### src/rtl/sdf_pkg.sv
package sdf_pkg;

	// Operand and decimal digit sizes
	localparam int VAL_W     = 64;
	localparam int DIGITS    = 20;
	localparam int BCD_W     = DIGITS * 4;
	localparam int CNT_W     = $clog2(VAL_W);
	localparam int DIG_IDX_W = $clog2(DIGITS);
	localparam int LEN_W     = 7;
	localparam int FW_W      = 6;
	localparam int MODE_W    = 3;
	localparam int CH_W      = 8;

	// Request word layout (s_tdata), lowest bit first
	localparam int IN_VAL_LSB   = 0;
	localparam int IN_FW_LSB    = IN_VAL_LSB + VAL_W;
	localparam int IN_PREC_LSB  = IN_FW_LSB + FW_W;
	localparam int IN_HASP_BIT  = IN_PREC_LSB + FW_W;
	localparam int IN_LEFT_BIT  = IN_HASP_BIT + 1;
	localparam int IN_PLUS_BIT  = IN_LEFT_BIT + 1;
	localparam int IN_SPACE_BIT = IN_PLUS_BIT + 1;
	localparam int IN_ZERO_BIT  = IN_SPACE_BIT + 1;
	localparam int IN_ALT_BIT   = IN_ZERO_BIT + 1;
	localparam int IN_TDATA_W   = ((IN_ALT_BIT + 1 + 7) / 8) * 8;

	// Result word layout (m_tdata, m_tuser)
	localparam int OUT_CH_LSB   = 0;
	localparam int OUT_TOT_LSB  = OUT_CH_LSB + CH_W;
	localparam int OUT_TDATA_W  = ((OUT_TOT_LSB + LEN_W + 7) / 8) * 8;
	localparam int OUT_TUSER_W  = 2;
	localparam int TU_VALID_BIT = 0;
	localparam int TU_ERR_BIT   = 1;

	// Length modifier codes
	localparam logic [MODE_W-1:0] MODE_LONG    = 3'd3;
	localparam logic [MODE_W-1:0] MODE_INVALID = 3'd7;

	// ASCII characters
	localparam logic [CH_W-1:0] CH_SPACE = 8'h20;
	localparam logic [CH_W-1:0] CH_ZERO  = 8'h30;
	localparam logic [CH_W-1:0] CH_MINUS = 8'h2D;
	localparam logic [CH_W-1:0] CH_PLUS  = 8'h2B;

	typedef enum logic [2:0] {
		ST_IDLE,
		ST_CONV,
		ST_LEN,
		ST_EMIT,
		ST_MARK
	} st_t;

	// Control between sequencer and conversion unit
	typedef struct packed {
		logic busy;
		logic done;
	} bcd_stat_t;

endpackage

### src/rtl/sdf_bcd.sv
module sdf_bcd (
	input  logic                        clk,
	input  logic                        arst_n,
	input  logic                        start,
	input  logic [sdf_pkg::VAL_W-1:0]   bin,
	output sdf_pkg::bcd_stat_t          stat,
	output logic [sdf_pkg::BCD_W-1:0]   bcd
);
	import sdf_pkg::*;

	logic [VAL_W-1:0] bin_q;
	logic [BCD_W-1:0] bcd_q;
	logic [BCD_W-1:0] corr;
	logic [CNT_W-1:0] cnt_q;
	logic             busy_q;

	// Add three to every digit of five or more before the shift
	always_comb begin
		for (int i = 0; i < DIGITS; i++) begin
			corr[i*4 +: 4] = (bcd_q[i*4 +: 4] >= 4'd5) ? bcd_q[i*4 +: 4] + 4'd3
			                                           : bcd_q[i*4 +: 4];
		end
	end

	// Sequence control: one bit per cycle
	always_ff @(posedge clk or negedge arst_n) begin
		if (!arst_n) begin
			busy_q <= 1'b0;
			cnt_q  <= '0;
		end else if (start) begin
			busy_q <= 1'b1;
			cnt_q  <= '0;
		end else if (busy_q) begin
			cnt_q <= cnt_q + 1'b1;
			if (cnt_q == CNT_W'(VAL_W - 1)) begin
				busy_q <= 1'b0;
			end
		end
	end

	// Shift binary into decimal digits
	always_ff @(posedge clk) begin
		if (start) begin
			bin_q <= bin;
			bcd_q <= '0;
		end else if (busy_q) begin
			bcd_q <= {corr[BCD_W-2:0], bin_q[VAL_W-1]};
			bin_q <= {bin_q[VAL_W-2:0], 1'b0};
		end
	end

	assign stat.busy = busy_q;
	assign stat.done = busy_q && (cnt_q == CNT_W'(VAL_W - 1));
	assign bcd       = bcd_q;

endmodule

### src/rtl/signed_decimal_formatter.sv
// Channel  Dir  Group                    Contents
// request  in   s_tvalid/s_tready        s_tdata: value, width, precision, flags; s_tuser: mode
// result   out  m_tvalid/m_tready/tlast  m_tdata: character, total_length; m_tuser: flags
//
// One conversion runs through the accept, the shift-and-add-3 binary to
// decimal unit and the length set-up state, then emits one character per
// cycle while m_tready allows (0 to 64 characters); error requests skip the
// conversion. s_tready is high only while the sequencer is idle.
// Results stall on m_tready through a single output register.
// arst_n clears the sequencer, the conversion unit and m_tvalid.
module signed_decimal_formatter (
	input  logic                              clk,
	input  logic                              arst_n,
	input  logic                              s_tvalid,
	output logic                              s_tready,
	// value, field_width, digit_precision, has_precision, left_align,
	// force_plus, space_sign, zero_fill, alternate_form, zero fill
	input  logic [sdf_pkg::IN_TDATA_W-1:0]    s_tdata,
	// mode
	input  logic [sdf_pkg::MODE_W-1:0]        s_tuser,
	output logic                              m_tvalid,
	input  logic                              m_tready,
	// character, total_length, zero fill
	output logic [sdf_pkg::OUT_TDATA_W-1:0]   m_tdata,
	// char_valid, error
	output logic [sdf_pkg::OUT_TUSER_W-1:0]   m_tuser,
	output logic                              m_tlast
);
	import sdf_pkg::*;

	st_t state_q, state_d;

	// Request fields
	logic [VAL_W-1:0]  in_val;
	logic [FW_W-1:0]   in_fw, in_prec;
	logic              in_err, in_neg;
	logic [VAL_W-1:0]  in_mag;
	logic [31:0]       low32;

	// Held spec
	logic [FW_W-1:0]   width_q, prec_q;
	logic              has_prec_q, left_q, plus_q, space_q, zero_q;
	logic              neg_q, mag_zero_q, mark_err_q;

	// Field layout
	logic [LEN_W-1:0]     total_q, b_sign_q, b_zero_q, b_dig_q, b_tail_q, pos_q;
	logic [CH_W-1:0]      sign_ch_q;
	logic [DIG_IDX_W-1:0] dig_idx_q;

	// Conversion unit
	logic              bcd_start;
	bcd_stat_t         bcd_stat;
	logic [BCD_W-1:0]  bcd;

	// Output register
	logic              m_valid_q, m_last_q, m_cv_q, m_err_q;
	logic [CH_W-1:0]   m_ch_q;
	logic [LEN_W-1:0]  m_tot_q;
	logic              slot_free, accept;

	// Length set-up terms
	logic [DIG_IDX_W-1:0] hi;
	logic                 nz;
	logic [DIG_IDX_W-1:0] nd, nd_raw;
	logic [FW_W-1:0]      ndig;
	logic                 sign_len, zf;
	logic [LEN_W-1:0]     body, total, pad, lead, b_zero, b_dig;
	logic [CH_W-1:0]      sign_ch;

	// Emission terms
	logic [3:0]        nib;
	logic [CH_W-1:0]   emit_ch;
	logic              emit_dig;

	// Loads into the output register
	logic              ld, ld_cv, ld_last, ld_err;
	logic [CH_W-1:0]   ld_ch;
	logic [LEN_W-1:0]  ld_tot;
	logic              len_go, emit_go, mark_go;

	assign slot_free = !m_valid_q || m_tready;
	assign s_tready  = (state_q == ST_IDLE);
	assign accept    = s_tvalid && s_tready;

	// Unpack request and take magnitude
	always_comb begin
		in_val  = s_tdata[IN_VAL_LSB +: VAL_W];
		in_fw   = s_tdata[IN_FW_LSB +: FW_W];
		in_prec = s_tdata[IN_PREC_LSB +: FW_W];
		in_err  = s_tdata[IN_ALT_BIT] || (s_tuser == MODE_INVALID);
		low32   = in_val[31:0];
		if (s_tuser <= MODE_LONG) begin
			in_neg = low32[31];
			in_mag = {32'd0, (in_neg ? (32'd0 - low32) : low32)};
		end else begin
			in_neg = in_val[VAL_W-1];
			in_mag = in_neg ? (VAL_W'(0) - in_val) : in_val;
		end
	end

	assign bcd_start = accept && !in_err;

	sdf_bcd u_bcd (
		.clk    (clk),
		.arst_n (arst_n),
		.start  (bcd_start),
		.bin    (in_mag),
		.stat   (bcd_stat),
		.bcd    (bcd)
	);

	// Hold the spec of an accepted request
	always_ff @(posedge clk) begin
		if (accept) begin
			width_q    <= in_fw;
			prec_q     <= in_prec;
			has_prec_q <= s_tdata[IN_HASP_BIT];
			left_q     <= s_tdata[IN_LEFT_BIT];
			plus_q     <= s_tdata[IN_PLUS_BIT];
			space_q    <= s_tdata[IN_SPACE_BIT];
			zero_q     <= s_tdata[IN_ZERO_BIT];
			neg_q      <= in_neg;
			mag_zero_q <= (in_mag == '0);
		end
	end

	// Find the highest non-zero digit and lay out the field
	always_comb begin
		hi = '0;
		nz = 1'b0;
		for (int i = 0; i < DIGITS; i++) begin
			if (bcd[i*4 +: 4] != 4'd0) begin
				hi = DIG_IDX_W'(i);
				nz = 1'b1;
			end
		end
		nd_raw   = nz ? hi + 1'b1 : DIG_IDX_W'(1);
		nd       = (has_prec_q && (prec_q == '0) && mag_zero_q) ? '0 : nd_raw;
		ndig     = (has_prec_q && (prec_q > FW_W'(nd))) ? prec_q : FW_W'(nd);
		sign_len = neg_q || plus_q || space_q;
		sign_ch  = neg_q ? CH_MINUS : (plus_q ? CH_PLUS : CH_SPACE);
		body     = LEN_W'(ndig) + LEN_W'(sign_len);
		total    = (body > LEN_W'(width_q)) ? body : LEN_W'(width_q);
		pad      = total - body;
		zf       = zero_q && !has_prec_q && !left_q;
		lead     = (!left_q && !zf) ? pad : '0;
		b_zero   = lead + LEN_W'(sign_len);
		b_dig    = b_zero + (zf ? pad : '0) + LEN_W'(ndig - FW_W'(nd));
	end

	// Pick the digit under the read index
	always_comb begin
		nib = 4'd0;
		for (int i = 0; i < DIGITS; i++) begin
			if (dig_idx_q == DIG_IDX_W'(i)) begin
				nib = bcd[i*4 +: 4];
			end
		end
	end

	// Character at the current position
	always_comb begin
		emit_dig = 1'b0;
		priority if (pos_q < b_sign_q) begin
			emit_ch = CH_SPACE;
		end else if (pos_q < b_zero_q) begin
			emit_ch = sign_ch_q;
		end else if (pos_q < b_dig_q) begin
			emit_ch = CH_ZERO;
		end else if (pos_q < b_tail_q) begin
			emit_ch  = CH_ZERO | {4'd0, nib};
			emit_dig = 1'b1;
		end else begin
			emit_ch = CH_SPACE;
		end
	end

	// Next state and output loads
	always_comb begin
		state_d = state_q;
		ld      = 1'b0;
		ld_ch   = '0;
		ld_cv   = 1'b0;
		ld_last = 1'b0;
		ld_err  = 1'b0;
		ld_tot  = '0;
		len_go  = 1'b0;
		emit_go = 1'b0;
		mark_go = 1'b0;
		unique case (state_q)
			ST_IDLE: begin
				if (s_tvalid) begin
					mark_go = in_err;
					state_d = in_err ? ST_MARK : ST_CONV;
				end
			end
			ST_CONV: begin
				if (bcd_stat.done) begin
					state_d = ST_LEN;
				end
			end
			ST_LEN: begin
				len_go  = 1'b1;
				state_d = (total == '0) ? ST_MARK : ST_EMIT;
			end
			ST_EMIT: begin
				if (slot_free) begin
					emit_go = 1'b1;
					ld      = 1'b1;
					ld_ch   = emit_ch;
					ld_cv   = 1'b1;
					ld_last = (pos_q == total_q - 1'b1);
					ld_tot  = total_q;
					if (ld_last) begin
						state_d = ST_IDLE;
					end
				end
			end
			ST_MARK: begin
				if (slot_free) begin
					ld      = 1'b1;
					ld_last = 1'b1;
					ld_err  = mark_err_q;
					state_d = ST_IDLE;
				end
			end
			default: begin
				state_d = ST_IDLE;
			end
		endcase
	end

	always_ff @(posedge clk or negedge arst_n) begin
		if (!arst_n) begin
			state_q <= ST_IDLE;
		end else begin
			state_q <= state_d;
		end
	end

	// Latch the layout, advance position and digit index
	always_ff @(posedge clk) begin
		if (accept) begin
			mark_err_q <= mark_go;
		end
		if (len_go) begin
			mark_err_q <= 1'b0;
			total_q    <= total;
			b_sign_q   <= lead;
			b_zero_q   <= b_zero;
			b_dig_q    <= b_dig;
			b_tail_q   <= b_dig + LEN_W'(nd);
			sign_ch_q  <= sign_ch;
			dig_idx_q  <= nd - 1'b1;
			pos_q      <= '0;
		end else if (emit_go) begin
			pos_q <= pos_q + 1'b1;
			if (emit_dig) begin
				dig_idx_q <= dig_idx_q - 1'b1;
			end
		end
	end

	// Output register
	always_ff @(posedge clk or negedge arst_n) begin
		if (!arst_n) begin
			m_valid_q <= 1'b0;
		end else if (ld) begin
			m_valid_q <= 1'b1;
		end else if (m_tready) begin
			m_valid_q <= 1'b0;
		end
	end

	always_ff @(posedge clk) begin
		if (ld) begin
			m_ch_q   <= ld_ch;
			m_cv_q   <= ld_cv;
			m_last_q <= ld_last;
			m_err_q  <= ld_err;
			m_tot_q  <= ld_tot;
		end
	end

	assign m_tvalid = m_valid_q;
	assign m_tlast  = m_last_q;
	assign m_tdata  = {{(OUT_TDATA_W - OUT_TOT_LSB - LEN_W){1'b0}}, m_tot_q, m_ch_q};
	assign m_tuser  = {m_err_q, m_cv_q};

endmodule

### config.mk
export PLATFORM = sky130hd
export DESIGN_NAME = signed_decimal_formatter
export DESIGN_NICKNAME = d
export VERILOG_FILES = /design/src/rtl/sdf_pkg.sv /design/src/rtl/sdf_bcd.sv /design/src/rtl/signed_decimal_formatter.sv
export SDC_FILE = /design/constraint.sdc
export NUM_CORES = 1
export LEC_CHECK = 0
export BUFFER_PORTS_ARGS = -buffer_cell sky130_fd_sc_hd__buf_2
export CAP_MARGIN = 30
export CORE_MARGIN = 10
export CORE_UTILIZATION = 50
export DETAILED_ROUTE_END_ITERATION = 8
export PLACE_DENSITY = 0.65
export SETUP_SLACK_MARGIN = 0.2
export SLEW_MARGIN = 0
export SYNTH_ARGS = -nofsm -noshare
export SYNTH_HDL_FRONTEND = slang
export SYNTH_SLANG_ARGS = --single-unit
### constraint.sdc
create_clock -name clk -period 12.3 [get_ports clk]
set_input_delay 1.23 -clock clk [delete_from_list [all_inputs] [get_ports clk]]
set_output_delay 1.23 -clock clk [all_outputs]
set_load 0.05 [all_outputs]
==> results.yml <==
placed_design:
  globalplace.congestion: 0.914
  post-dp-hpwl_mm: 30.8
  pre_cts_slack_ns: 0.300
  io_buffer_count: 106
floorplanning:
  floorplan.initialDensity: 0.504
  die_wd_um: 203
  placement_rows: 67
  dieArea_um2: 41300
  io_pins: 116
  placeableCoreArea_um2: 33300
  chipHeight_um: 203
power:
  p_comb_frac: 0.579
  clkPwrFrac: 0.146
  pwr-share-seq: 0.274
  p_sw_uw: 2470
  power.ir.vdd_worst_v: 0.000472
  power.static_leakage_uw: 0.00797
  cell_internal_pwr_uw: 3410
  total_power_uw: 5880
  power.density_cell_area_nw_per_um2: 315
  p_sw_frac: 0.420
clock_tree:
  worstSkewPairLatency_ns: 0.55
  postCtsHoldBufs: 0
  root_buffer_cell: "clkbuf_16"
  cts_bufs_inserted: 28
  path_clk_slew_ns: 0.06
  cts_tree: "done"
  cts-htree-levels: 1
  clock_sink_count: 241
  clock_tree.buffer_depth: 3
worst_setup_path:
  worstPathRequired_ns: 12.59
  cp_max_fo: 7
  worstPathBufferInverterCount: 3
  maximum_cell_stage_delay_along_the_critical_path_ns: 0.61
  worst_setup_path_start_kind: "flop"
  crit_path_slowest_cell: "fa_1"
  critical-path-top-cell-by-count: "ha_1"
  crit_family: "adder cells"
  path_class: "flop to flop"
  timing.critical_path.arrival_ns: 11.57
  critical_path.endpoint_type: "flop"
sta:
  number_of_pins_exceeding_their_max_slew_limit_in_the_final_report: 0
  max-slew-margin-rel: 0.357
  clock-skew-final_ns: 0.0106
  fin_tns_setup_ns: 0
  finalHoldViolCount: 0
  rsz0062_at_grt: "false"
  timing.final.ws_setup_ns: 1.02
  setup-violations-final: 0
  timing.final.crit_period_ns: 11.28
  fmax_mhz: 88.7
  period_share: 0.917
  worstMarginPinSlew_ns: 0.965
final_layout:
  design.final.nets: 2231
  register_area_um2: 6300
  drive_above_1_share: 0.103
  multiInputGateArea_um2: 9680
  syn2layout_area_growth_pct: 11.4
  diode_insertion_count_for_antenna_repair: 0
  fillCellCount: 3018
hold_path:
  hp-class: "flop to flop"
routing:
  totalWireLength_mm: 41.7
  num_vias: 13995
  drc: 0
  drtPass1Iterations: 6
  routed_wire_length_per_instance_um: 16.8
  antenna_left: 0
  drt_iter0_markers: 940
  vias_per_cell: 5.64
global_route:
  grt_first_pass_wirelength_mm: 68.8
  groute.usage.overall: 0.197
  overflow: 0
  antenna_violations_before_repair: 1
  grt_max_degree: 85
  first_global_vias: 13753
logic_synthesis:
  synth.top_cells.by_count: "nand2_1 (200), nor2_1 (186), o21ai_0 (159), a21oi_1 (154), edfxtp_1 (142)"
  synth_edf_count: 142
  post_synth_arst_share: 0.0456
  synth_seq_area_share: 0.376
  postSynthCellCount: 1944
  netlist.area_leader.share: 0.254
  synthesis.area_um2: 16800
  synth.yosys.warnings: 0
  syn_area_per_cell_um2: 8.63
  synth-main-ff-cell: "edfxtp_1"
  postSynthRegisterBits: 241
  library_cell_with_the_highest_instance_count_after_synthesis: "nand2_1"
  cell_accounting_for_the_most_synthesized_area: "edfxtp_1"
  synth_cell_types: 79
  synth.top_cells.by_area: "edfxtp_1 (25%), dfxtp_1 (11%), ha_1 (8.4%)"
flow_run:
  drv.max_cap_violation_count: 0
outcome:
  outcome: "completed"
[worst paths after layout]
path / from / end / slack [ns] / depth (start not counted)
hold / removal: u_bcd.bcd[39]$_SDFFE_PP0P_ / u_bcd.bcd[39]$_SDFFE_PP0P_ / 0.50 / 2
setup reg to reg: u_bcd.bcd[60]$_SDFFE_PP0P_ / b_tail_q[6]$_DFFE_PP_ / 1.02 / 47
hold reg to reg: u_bcd.bcd[39]$_SDFFE_PP0P_ / u_bcd.bcd[39]$_SDFFE_PP0P_ / 0.50 / 2
min in group asynchronous: arst_n / u_bcd.cnt_q[3]$_DFFE_PN0P_ / 0.55 / 1
max in group asynchronous: arst_n / u_bcd.busy_q$_DFF_PN0_ / 11.52 / 1
setup / recovery: u_bcd.bcd[60]$_SDFFE_PP0P_ / b_tail_q[6]$_DFFE_PP_ / 1.02 / 47
[layout make-up]
class / instances / area share
tap: 448 / 0.0300
inverter: 134 / 0.0269
sequential: 241 / 0.337
multi-input combinational: 1483 / 0.518
clock inverter: 11 / 0.00429
timing repair buffer: 123 / 0.0359
clock buffer: 41 / 0.0473
[routing by layer]
| metal | GRT usage | share of wire |
|---|---|---|
| met3 | 0.0298 | 0.051 |
| met2 | 0.339 | 0.47 |
| met1 | 0.256 | 0.45 |
| met5 | 0 | 0.00022 |
| met4 | 0.0482 | 0.022 |
[tightest hold or removal path: stages (launching register included)]
cell     delay, ns
dfxtp_1       0.34
nand2_1       0.07
a21oi_1       0.05
[power by group through the flow]
stage	Combinational (uW)	Clock, uW	Sequential [uW]
final	3400	860	1610
after detailed placement	3370	0	1620
after floorplan	2700	0	1590
after global placement	3250	0	1610
after global routing	3920	904	1650
after CTS	3400	876	1610
[sequential cells by signal (all words and copies together) (netlist names), 3 cells and up]
signal	cells
dig_idx_q	5
prec_q	6
u_bcd.bin_q	64
u_bcd.bcd	80
b_dig_q	7
m_tot_q	7
total_q	7
sign_ch_q	3
m_ch_q	6
pos_q	7
state_q	3
b_sign_q	7
u_bcd.cnt_q	6
b_tail_q	7
width_q	6
b_zero_q	7
[cells in the final DEF (no fill, tap or decap), types with 31 or more instances in the layout]
master,instances
edfxtp_1,142
o21ai_0,158
nor3_1,42
nand2_1,198
xnor2_1,76
xor2_1,59
nand3_1,51
clkbuf_16,31
buf_2,106
nor3b_1,32
a21oi_1,154
inv_1,131
ha_1,112
nand2b_1,40
nor2_1,184
dfxtp_1,88
[timing repair]
action                     in CTS  in global routing
setup endpoints to repair       1                  8
gates resized for setup         1                 11
buffers inserted                0                  2
pin swaps                       0                  2
[kinds of logic (layout without fill, tap and decap cells)]
logic type	Yosys count	count (layout)	share of synthesized area
buffers and inverters	222	309	0.0515
flip-flops	241	241	0.376
multiplexers	39	39	0.0239
AND/OR/NAND/NOR	699	699	0.205
XOR/XNOR	138	138	0.0729
AO/OA/AOI/OAI	479	479	0.172
other	1	3	0.000224
adder cells (fa/ha/maj)	125	125	0.0991
[stage by stage]
| step | util | instance area (um2) | cells | hold WS [ns] |
|---|---|---|---|---|
| after CTS | 0.559 | 18600 | 2479 | 0.499 |
| after global routing | 0.561 | 18700 | 2481 | 0.527 |
| final | 0.561 | 18700 | 2481 | 0.500 |
| after floorplan | - | 16800 | 1946 | 0.457 |
| after detailed placement | 0.530 | 17600 | 2427 | 0.483 |
| after global placement | 0.530 | 17600 | 2426 | 0.466 |
No activity file was read; power rests on OpenSTA's default activity.
